## config.mk

```make
export PLATFORM = sky130hd
export DESIGN_NAME = coalescing_packet_queue
export DESIGN_NICKNAME = d
export VERILOG_FILES = /design/src/cpq_pkg.sv /design/src/coalescing_packet_queue.sv /design/src/cpq_store.sv /design/src/cpq_check.sv
export SDC_FILE = /design/constraint.sdc
export NUM_CORES = 2
export LEC_CHECK = 0
export ABC_AREA = 1
export BUFFER_PORTS_ARGS = -buffer_cell sky130_fd_sc_hd__buf_2
export CAP_MARGIN = 10
export CORE_UTILIZATION = 30
export DETAILED_ROUTE_END_ITERATION = 10
export PLACE_DENSITY = 0.42
export SYNTH_ARGS = -nofsm -noshare
export SYNTH_HDL_FRONTEND = slang
export SYNTH_SLANG_ARGS = --single-unit
```

## constraint.sdc

```tcl
create_clock -name clk -period 7.95 [get_ports clk]
set_input_delay 1.59 -clock clk [delete_from_list [all_inputs] [get_ports clk]]
set_output_delay 1.59 -clock clk [all_outputs]
set_load 0.005 [all_outputs]
```

## src/cpq_pkg.sv

```systemverilog
// ----------------------------------------------------------------------------
// Coalescing packet queue: shared types and codes
// Item layouts, stored entry layout, check flags and the status, action,
// opcode and message type codes used across the queue.
// ----------------------------------------------------------------------------
package cpq_pkg;

	// Opcodes of an input item.
	localparam logic OP_ENQUEUE = 1'b0;
	localparam logic OP_POP     = 1'b1;

	// Message types.
	localparam logic [1:0] MT_HEARTBEAT = 2'd0;
	localparam logic [1:0] MT_STATE     = 2'd1;
	localparam logic [1:0] MT_INTENT    = 2'd2;
	localparam logic [1:0] MT_INVALID   = 2'd3;

	// Result status codes.
	localparam logic [2:0] ST_QUEUED    = 3'd0;
	localparam logic [2:0] ST_COALESCED = 3'd1;
	localparam logic [2:0] ST_FILTERED  = 3'd2;
	localparam logic [2:0] ST_FULL      = 3'd3;
	localparam logic [2:0] ST_INVALID   = 3'd4;
	localparam logic [2:0] ST_EMPTY     = 3'd5;
	localparam logic [2:0] ST_POPPED    = 3'd6;

	// Dispatch classes of a popped packet.
	localparam logic [1:0] ACT_HEARTBEAT  = 2'd0;
	localparam logic [1:0] ACT_NO_HANDLER = 2'd1;
	localparam logic [1:0] ACT_INTENT     = 2'd2;
	localparam logic [1:0] ACT_STATE      = 2'd3;

	// One input item.
	typedef struct packed {
		logic        opcode;
		logic [1:0]  pkt_type;
		logic [7:0]  domain;
		logic [31:0] entity_id;
		logic [7:0]  intent;
		logic [7:0]  data_len;
		logic [63:0] payload_data;
		logic        state_accepted;
	} cmd_t;

	// One result item.
	typedef struct packed {
		logic [2:0]  status;
		logic [1:0]  action;
		logic [1:0]  out_pkt_type;
		logic [2:0]  out_domain;
		logic [31:0] out_entity_id;
		logic [7:0]  out_intent;
		logic [3:0]  out_data_len;
		logic [63:0] out_payload_data;
		logic [4:0]  occupancy;
	} result_t;

	// One queued packet as held in the entry memory.
	typedef struct packed {
		logic [1:0]  pkt_type;
		logic [7:0]  domain;
		logic [31:0] entity_id;
		logic [7:0]  intent;
		logic [3:0]  data_len;
		logic [63:0] payload_data;
	} entry_t;

	// Outcome of the front-end packet check.
	typedef struct packed {
		logic invalid;
		logic filtered;
	} check_t;

endpackage

```

## src/coalescing_packet_queue.sv

```systemverilog
// ----------------------------------------------------------------------------
// Coalescing packet queue
// Ring buffer of control packets with checking, filtering and coalescing.
// ----------------------------------------------------------------------------
// An item is taken when start is high and busy is low; its single result
// appears for one cycle with done high and must be captured then. A pop of a
// nonempty queue and a heartbeat or intent enqueue keep busy high in the
// check and the pop or append state; an invalid or filtered packet and a pop
// of an empty queue, in the check state alone. A state enqueue walks the
// queue from newest to oldest with one compare per cycle on the entry memory
// read port, busy high throughout. The handler mask may be written through
// cfg_we and cfg_wdata whenever no item is in flight.
module coalescing_packet_queue
	import cpq_pkg::*;
#(
	parameter int ENTRY_COUNT   = 16,
	parameter int DOMAIN_SLOTS  = 8,
	parameter int PAYLOAD_BYTES = 8,
	parameter int INTENT_LIMIT  = 7
) (
	input  logic       clk,
	input  logic       arst_n,
	input  logic       start,
	output logic       busy,
	input  cmd_t       cmd,
	output logic       done,
	output result_t    result,
	input  logic       cfg_we,
	input  logic [7:0] cfg_wdata
);

	localparam int IDX_W = (ENTRY_COUNT > 1) ? $clog2(ENTRY_COUNT) : 1;
	localparam int CNT_W = $clog2(ENTRY_COUNT + 1);
	localparam int SUM_W = $clog2(2 * ENTRY_COUNT);
	localparam logic [63:0] PAYLOAD_MASK = (PAYLOAD_BYTES >= 8) ? {64{1'b1}} :
		((64'd1 << (8 * PAYLOAD_BYTES)) - 64'd1);

	// Sequencer states.
	localparam logic [2:0] S_IDLE   = 3'd0;
	localparam logic [2:0] S_CHECK  = 3'd1;
	localparam logic [2:0] S_SCAN   = 3'd2;
	localparam logic [2:0] S_APPEND = 3'd3;
	localparam logic [2:0] S_POP    = 3'd4;

	logic [2:0]       state_q, state_d;
	logic [7:0]       handler_mask_q;
	cmd_t             req_q;
	logic [IDX_W-1:0] head_q, head_d;
	logic [CNT_W-1:0] fill_q, fill_d;
	logic [IDX_W-1:0] scan_idx_q, scan_idx_d;
	logic [CNT_W-1:0] scan_cnt_q, scan_cnt_d;
	logic             done_q, done_d;
	result_t          result_q, result_d;

	check_t           chk;
	logic             rd_en, wr_en;
	logic [IDX_W-1:0] rd_addr, wr_addr;
	entry_t           rd_data, new_entry;

	logic [SUM_W-1:0] tail_sum, newest_sum;
	logic [IDX_W-1:0] tail_idx, newest_idx, head_next, scan_prev;
	logic             key_match;
	logic [1:0]       pop_class;

	// Packet check on the held item.
	cpq_check #(
		.DOMAIN_SLOTS (DOMAIN_SLOTS),
		.PAYLOAD_BYTES(PAYLOAD_BYTES),
		.INTENT_LIMIT (INTENT_LIMIT)
	) u_check (
		.cmd         (req_q),
		.handler_mask(handler_mask_q),
		.chk         (chk)
	);

	// Entry memory.
	cpq_store #(
		.DEPTH(ENTRY_COUNT)
	) u_store (
		.clk    (clk),
		.wr_en  (wr_en),
		.wr_addr(wr_addr),
		.wr_data(new_entry),
		.rd_en  (rd_en),
		.rd_addr(rd_addr),
		.rd_data(rd_data)
	);

	// Ring index arithmetic; every sum stays below twice the depth.
	always_comb begin
		tail_sum   = SUM_W'(head_q) + SUM_W'(fill_q);
		tail_idx   = (tail_sum >= SUM_W'(ENTRY_COUNT)) ?
			IDX_W'(tail_sum - SUM_W'(ENTRY_COUNT)) : IDX_W'(tail_sum);
		newest_sum = tail_sum - SUM_W'(1);
		newest_idx = (newest_sum >= SUM_W'(ENTRY_COUNT)) ?
			IDX_W'(newest_sum - SUM_W'(ENTRY_COUNT)) : IDX_W'(newest_sum);
		head_next  = (head_q == IDX_W'(ENTRY_COUNT - 1)) ? '0 : head_q + IDX_W'(1);
		scan_prev  = (scan_idx_q == '0) ? IDX_W'(ENTRY_COUNT - 1) : scan_idx_q - IDX_W'(1);
	end

	// Packet as it is stored, payload trimmed to the configured width.
	always_comb begin
		new_entry.pkt_type     = req_q.pkt_type;
		new_entry.domain       = req_q.domain;
		new_entry.entity_id    = req_q.entity_id;
		new_entry.intent       = req_q.intent;
		new_entry.data_len     = req_q.data_len[3:0];
		new_entry.payload_data = req_q.payload_data & PAYLOAD_MASK;
	end

	// Compare unit: the entry read last cycle against the held item.
	assign key_match = (rd_data.domain == req_q.domain) &&
		(rd_data.entity_id == req_q.entity_id);

	// Dispatch class of the entry at the head.
	always_comb begin
		if (rd_data.pkt_type == MT_HEARTBEAT) begin
			pop_class = ACT_HEARTBEAT;
		end else if (rd_data.domain[7:3] != 5'd0 || !handler_mask_q[rd_data.domain[2:0]]) begin
			pop_class = ACT_NO_HANDLER;
		end else if (rd_data.pkt_type == MT_INTENT) begin
			pop_class = ACT_INTENT;
		end else begin
			pop_class = ACT_STATE;
		end
	end

	// Sequencer.
	always_comb begin
		state_d    = state_q;
		head_d     = head_q;
		fill_d     = fill_q;
		scan_idx_d = scan_idx_q;
		scan_cnt_d = scan_cnt_q;
		rd_en      = 1'b0;
		rd_addr    = head_q;
		wr_en      = 1'b0;
		wr_addr    = tail_idx;
		done_d     = 1'b0;
		result_d   = '0;
		result_d.occupancy = 5'(fill_q);

		case (state_q)
			S_IDLE: begin
				if (start) begin
					state_d = S_CHECK;
				end
			end

			S_CHECK: begin
				if (req_q.opcode == OP_POP) begin
					if (fill_q == '0) begin
						result_d.status = ST_EMPTY;
						result_d.occupancy = '0;
						done_d  = 1'b1;
						state_d = S_IDLE;
					end else begin
						rd_en   = 1'b1;
						rd_addr = head_q;
						state_d = S_POP;
					end
				end else if (chk.invalid) begin
					result_d.status = ST_INVALID;
					done_d  = 1'b1;
					state_d = S_IDLE;
				end else if (chk.filtered) begin
					result_d.status = ST_FILTERED;
					done_d  = 1'b1;
					state_d = S_IDLE;
				end else if (req_q.pkt_type == MT_STATE && fill_q != '0) begin
					rd_en      = 1'b1;
					rd_addr    = newest_idx;
					scan_idx_d = newest_idx;
					scan_cnt_d = fill_q;
					state_d    = S_SCAN;
				end else begin
					state_d = S_APPEND;
				end
			end

			S_SCAN: begin
				if (key_match) begin
					if (rd_data.pkt_type == MT_STATE) begin
						wr_en   = 1'b1;
						wr_addr = scan_idx_q;
						result_d.status = ST_COALESCED;
						done_d  = 1'b1;
						state_d = S_IDLE;
					end else begin
						state_d = S_APPEND;
					end
				end else if (scan_cnt_q == CNT_W'(1)) begin
					state_d = S_APPEND;
				end else begin
					rd_en      = 1'b1;
					rd_addr    = scan_prev;
					scan_idx_d = scan_prev;
					scan_cnt_d = scan_cnt_q - CNT_W'(1);
				end
			end

			S_APPEND: begin
				if (fill_q == CNT_W'(ENTRY_COUNT)) begin
					result_d.status = ST_FULL;
				end else begin
					wr_en   = 1'b1;
					wr_addr = tail_idx;
					fill_d  = fill_q + CNT_W'(1);
					result_d.status = ST_QUEUED;
					result_d.occupancy = 5'(fill_q + CNT_W'(1));
				end
				done_d  = 1'b1;
				state_d = S_IDLE;
			end

			S_POP: begin
				head_d = head_next;
				fill_d = fill_q - CNT_W'(1);
				result_d.status           = ST_POPPED;
				result_d.action           = pop_class;
				result_d.out_pkt_type     = rd_data.pkt_type;
				result_d.out_domain       = rd_data.domain[2:0];
				result_d.out_entity_id    = rd_data.entity_id;
				result_d.out_intent       = rd_data.intent;
				result_d.out_data_len     = rd_data.data_len;
				result_d.out_payload_data = rd_data.payload_data;
				result_d.occupancy        = 5'(fill_q - CNT_W'(1));
				done_d  = 1'b1;
				state_d = S_IDLE;
			end

			default: begin
				state_d = S_IDLE;
			end
		endcase
	end

	// Control registers.
	always_ff @(posedge clk or negedge arst_n) begin
		if (!arst_n) begin
			state_q        <= S_IDLE;
			head_q         <= '0;
			fill_q         <= '0;
			done_q         <= 1'b0;
			handler_mask_q <= '0;
		end else begin
			state_q <= state_d;
			head_q  <= head_d;
			fill_q  <= fill_d;
			done_q  <= done_d;
			if (cfg_we) begin
				handler_mask_q <= cfg_wdata;
			end
		end
	end

	// Held item, scan position and result payload.
	always_ff @(posedge clk) begin
		if (state_q == S_IDLE && start) begin
			req_q <= cmd;
		end
		scan_idx_q <= scan_idx_d;
		scan_cnt_q <= scan_cnt_d;
		if (done_d) begin
			result_q <= result_d;
		end
	end

	assign busy   = (state_q != S_IDLE);
	assign done   = done_q;
	assign result = result_q;

`ifndef SYNTHESIS
	// The fill count never exceeds the queue depth.
	a_fill_bound: assert property (@(posedge clk) disable iff (!arst_n)
		fill_q <= CNT_W'(ENTRY_COUNT))
		else $error("fill count above queue depth");

	// A result only ends a busy period.
	a_done_after_busy: assert property (@(posedge clk) disable iff (!arst_n)
		done |-> $past(busy))
		else $error("result without an item in flight");

	// A pop removes exactly one packet.
	a_pop_fill: assert property (@(posedge clk) disable iff (!arst_n)
		(done && result.status == ST_POPPED) |-> (fill_q + CNT_W'(1) == $past(fill_q)))
		else $error("pop did not remove one packet");

	// Only an append grows the queue.
	a_append_fill: assert property (@(posedge clk) disable iff (!arst_n)
		(done && result.status == ST_QUEUED) |-> (fill_q == $past(fill_q) + CNT_W'(1)))
		else $error("append did not add one packet");

	// Results that store nothing new leave the fill count alone.
	a_keep_fill: assert property (@(posedge clk) disable iff (!arst_n)
		(done && (result.status == ST_COALESCED || result.status == ST_FILTERED ||
		result.status == ST_FULL || result.status == ST_INVALID ||
		result.status == ST_EMPTY)) |-> (fill_q == $past(fill_q)))
		else $error("fill count changed without append or pop");

	// The reported occupancy is the live fill count.
	a_occupancy: assert property (@(posedge clk) disable iff (!arst_n)
		done |-> (result.occupancy == 5'(fill_q)))
		else $error("occupancy does not match fill count");
`endif

endmodule

```

## src/cpq_store.sv

```systemverilog
// ----------------------------------------------------------------------------
// Coalescing packet queue: entry memory
// One write port and one read port with registered read data.
// ----------------------------------------------------------------------------
module cpq_store
	import cpq_pkg::*;
#(
	parameter int DEPTH = 16
) (
	input  logic                     clk,
	input  logic                     wr_en,
	input  logic [$clog2(DEPTH)-1:0] wr_addr,
	input  entry_t                   wr_data,
	input  logic                     rd_en,
	input  logic [$clog2(DEPTH)-1:0] rd_addr,
	output entry_t                   rd_data
);

	entry_t mem_q [DEPTH];
	entry_t rd_data_q;

	// Write port.
	always_ff @(posedge clk) begin
		if (wr_en) begin
			mem_q[wr_addr] <= wr_data;
		end
	end

	// Read port, data registered.
	always_ff @(posedge clk) begin
		if (rd_en) begin
			rd_data_q <= mem_q[rd_addr];
		end
	end

	assign rd_data = rd_data_q;

endmodule

```

## src/cpq_check.sv

```systemverilog
// ----------------------------------------------------------------------------
// Coalescing packet queue: packet check
// Validates an enqueue item and decides whether a state packet is filtered.
// ----------------------------------------------------------------------------
module cpq_check
	import cpq_pkg::*;
#(
	parameter int DOMAIN_SLOTS  = 8,
	parameter int PAYLOAD_BYTES = 8,
	parameter int INTENT_LIMIT  = 7
) (
	input  cmd_t       cmd,
	input  logic [7:0] handler_mask,
	output check_t     chk
);

	logic ok;

	// Validity of type, length, domain and intent.
	always_comb begin
		if (cmd.pkt_type == MT_INVALID || cmd.data_len > 8'(PAYLOAD_BYTES)) begin
			ok = 1'b0;
		end else if (cmd.pkt_type == MT_HEARTBEAT) begin
			ok = (cmd.data_len == 8'd0);
		end else begin
			ok = (cmd.domain != 8'd0) && (cmd.domain < 8'(DOMAIN_SLOTS)) &&
				(cmd.intent <= 8'(INTENT_LIMIT));
		end
	end

	// A valid state packet has a domain below DOMAIN_SLOTS (eight by default), so the low bits index the mask.
	assign chk.invalid  = !ok;
	assign chk.filtered = ok && (cmd.pkt_type == MT_STATE) &&
		(!handler_mask[cmd.domain[2:0]] || !cmd.state_accepted);

endmodule

```

==> reports/results.ini <==
[synth]
seq_area_frac_synth=0.704
yosys_warnings=0
syn_inst=8604
synth_ff_type=edfxtp_1
synth_edf_count=2262
synth_seq_cells=2283
ys_types=38
syn_avg_cell_area_um2=11.3
syn_nets=8751
synthesis.area_um2=97200
ys_async_sr_fraction=0.00920

[hold_path]
hold_path_class=reg2reg
hold_start=u_store.rd_data[13]

[clock_tree]
cts_buffer_depth=4
cts_setup_buffers=0
clk_pin_slew_ns=0.06
htree_levels=5
cts_tree=done
clockRootBuffer=clkbuf_16
cts_buffers=276
cts.sinks=2283
cts_resized=0
cts_hold_buffers=0
clk_latency_ns=0.92

[floorplan]
start_util=0.302
die-width_um=571
io_pins=261
core_um2=322000
dieArea_um2=326000
rows=208
dieHeight_um=571

[worst_setup_path]
critPathLaunch=new_entry[109]
crit_path_start_kind=register
r2r_start=new_entry[109]
end_kind=register
r2r_slack_ns=2.69
cp_data_arrival_time_ns=5.97
cp.required_ns=8.66
crit_fanout=111
timing_worst_setup_path_type=reg2reg

[route]
drt_pre_antenna_iters=6
drt_wl_total_um=307000
num_vias=63000
drt_iter0_markers=5250
ant_nets=0
drc=0
routedWlPerCell_um=23.2
via_per_inst=4.75

[pwr]
finalPower_mw=42.9
ir_drop_mv=0.369
power.leakage_nw=44.2
powerDensity_nw_per_um2=385

[grt]
grt_overflow=0
grt_usage=0.185
grt_pass1_vias=62000
grt_pass1_wl_um=444000
grt_max_degree=182
antenna_found_initial=17

[timing]
max_freq_mhz=190
finalSetupViolCount=0
hold_viol=0
finClkSkew_ns=0.0640
layout_min_cycle_time_ns=5.26
relSlewSlack=0.196
fin_tns_setup_ns=0
fin_crit_sh=0.661
rsz0062_at_grt=false
tightest_slew_ns=1.21
finalMaxSlewViolations=0

[final_layout]
drive_gt1_frac=0.0847
multi_input_area_um2=20900
regArea_um2=68500
syn_to_final_growth_pct=14.8
fin_nets=8887
fillCellCount=31900

[placed_design]
gp_congestion=0.754
port_buffers=260
hpwl_um=145000

[run]
drv_cap=0

[status]
status=complete, no violations

-- worst max-delay path, cell delays in order (launching register included) --
cell and delay, ns:
edfxtp_1 0.85, inv_1 0.20, nand2_1 0.13, nor2_1 0.11, nor2_2 0.15, nand2_2 0.08
a21oi_4 0.25, nand3_4 0.15, nand2_2 0.13, nand2_1 0.07, nand3_1 0.08, nand3_1 0.11
nand2_4 0.53, buf_12 0.54, buf_4 0.87, nand3_1 0.15, nand3_1 0.13, nand3_1 0.09
nand2_1 0.18
-- cell usage after synthesis, types with 2 or more instances --
cell type  instances  area (um2)
xnor2_1           17         149
nand3b_1         354        2660
o21ai_0           40         200
edfxtp_1        2262       67900
nor3_2             2        20.0
buf_6             13         146
o211ai_1           2        15.0
buf_1             54         203
inv_2              5        18.8
inv_1           1502        5640
ha_1              10         125
buf_4             20         150
nor2_1           183         687
mux2i_1            2        20.0
dfrtp_1           21         526
buf_2            244        1220
nand3_1         2163       10800
nand2_1         1472        5530
a21oi_1           14        70.1
nand2_2            4        25.0
o31ai_1            3        22.5
xor2_1            12         105
clkbuf_1         179         672
nor3_1             5        25.0
o221ai_1           8        70.1
-- path summary, 6_finish.rpt --
kind                       cells after the start              endpoint
max                                           18  u_store.rd_data[111]
min                                            2            result[18]
max reg2reg                                   18  u_store.rd_data[111]
min reg2reg                                    2            result[18]
max in group asynchronous                      1            state_q[0]
min in group asynchronous                      1             head_q[2]
-- area by class of cell --
class | instances | area share
sequential | 2283 | 0.613
multi-input combinational | 4303 | 0.187
inverter | 1508 | 0.0510
clock buffer | 352 | 0.0652
tap | 4305 | 0.0483
clock inverter | 127 | 0.0110
timing repair buffer | 368 | 0.0239
antenna | 5 | 0.000112
-- stage by stage --
step	cell area, um2	std cells	util	hold WS, ns	worst slack, ns
final	112000	13300	0.347	0.541	2.69
after global routing	112000	13300	0.347	0.570	2.34
after CTS	112000	13200	0.347	0.549	2.72
after detailed placement	103000	12800	0.320	0.541	2.72
after global placement	103000	12800	0.320	0.532	2.74
after floorplan	97200	8604	-	0.499	0.00197
-- power breakdown --
part           internal (mW)  switching (mW)  leakage [nW]
combinational           4.04            10.9          19.4
clock                   6.89            5.19          4.11
sequential              15.0           0.900          20.8
-- cells by family after synthesis --
| family | after synthesis | synth area share |
|---|---|---|
| AO/OA/AOI/OAI | 69 | 0.00415 |
| XOR/XNOR | 29 | 0.00261 |
| adder cells (fa/ha/maj) | 11 | 0.00149 |
| buffers and inverters | 2018 | 0.0829 |
| flip-flops | 2283 | 0.704 |
| multiplexers | 2 | 0.000206 |
| AND/OR/NAND/NOR | 4192 | 0.204 |
-- routing by layer --
layer | vias to the layer above | share of wire | track usage
li1 | 29300 | - | -
met1 | 31700 | 0.46 | 0.259
met2 | 1553 | 0.47 | 0.306
met3 | 385 | 0.044 | 0.0215
met4 | 4 | 0.023 | 0.0434
met5 | - | 0.00010 | 0
-- flip-flops by register name, summed over array words and instances, names as in the netlist --
signal,cells
req_q,6
result,123
scan_cnt_q,5
state_q,3
u_store.rd_data,118
u_store.mem_q,1888
head_q,4
fill_q,5
done,1
new_entry,118
handler_mask_q,8
scan_idx_q,4
-- placed cells by master, fill, tap and decap left out, types with 5 or more instances in the layout --
cell type / instances
o221ai_1: 7
bufinv_16: 11
clkbuf_16: 280
inv_1: 1499
diode_2: 5
buf_12: 44
inv_16: 7
nor2_4: 18
inv_6: 5
buf_4: 64
clkbuf_1: 72
edfxtp_1: 2262
xor2_1: 12
clkinv_1: 64
clkinv_8: 6
nor2_1: 166
a21oi_1: 12
nand2_1: 1471
nand3b_1: 354
clkinv_2: 27
buf_2: 260
dfrtp_1: 21
ha_1: 10
xnor2_1: 17
clkinv_16: 8
o21ai_0: 40
nand3_1: 2162
nor3_1: 5
No activity file was read; power rests on OpenSTA's default activity.
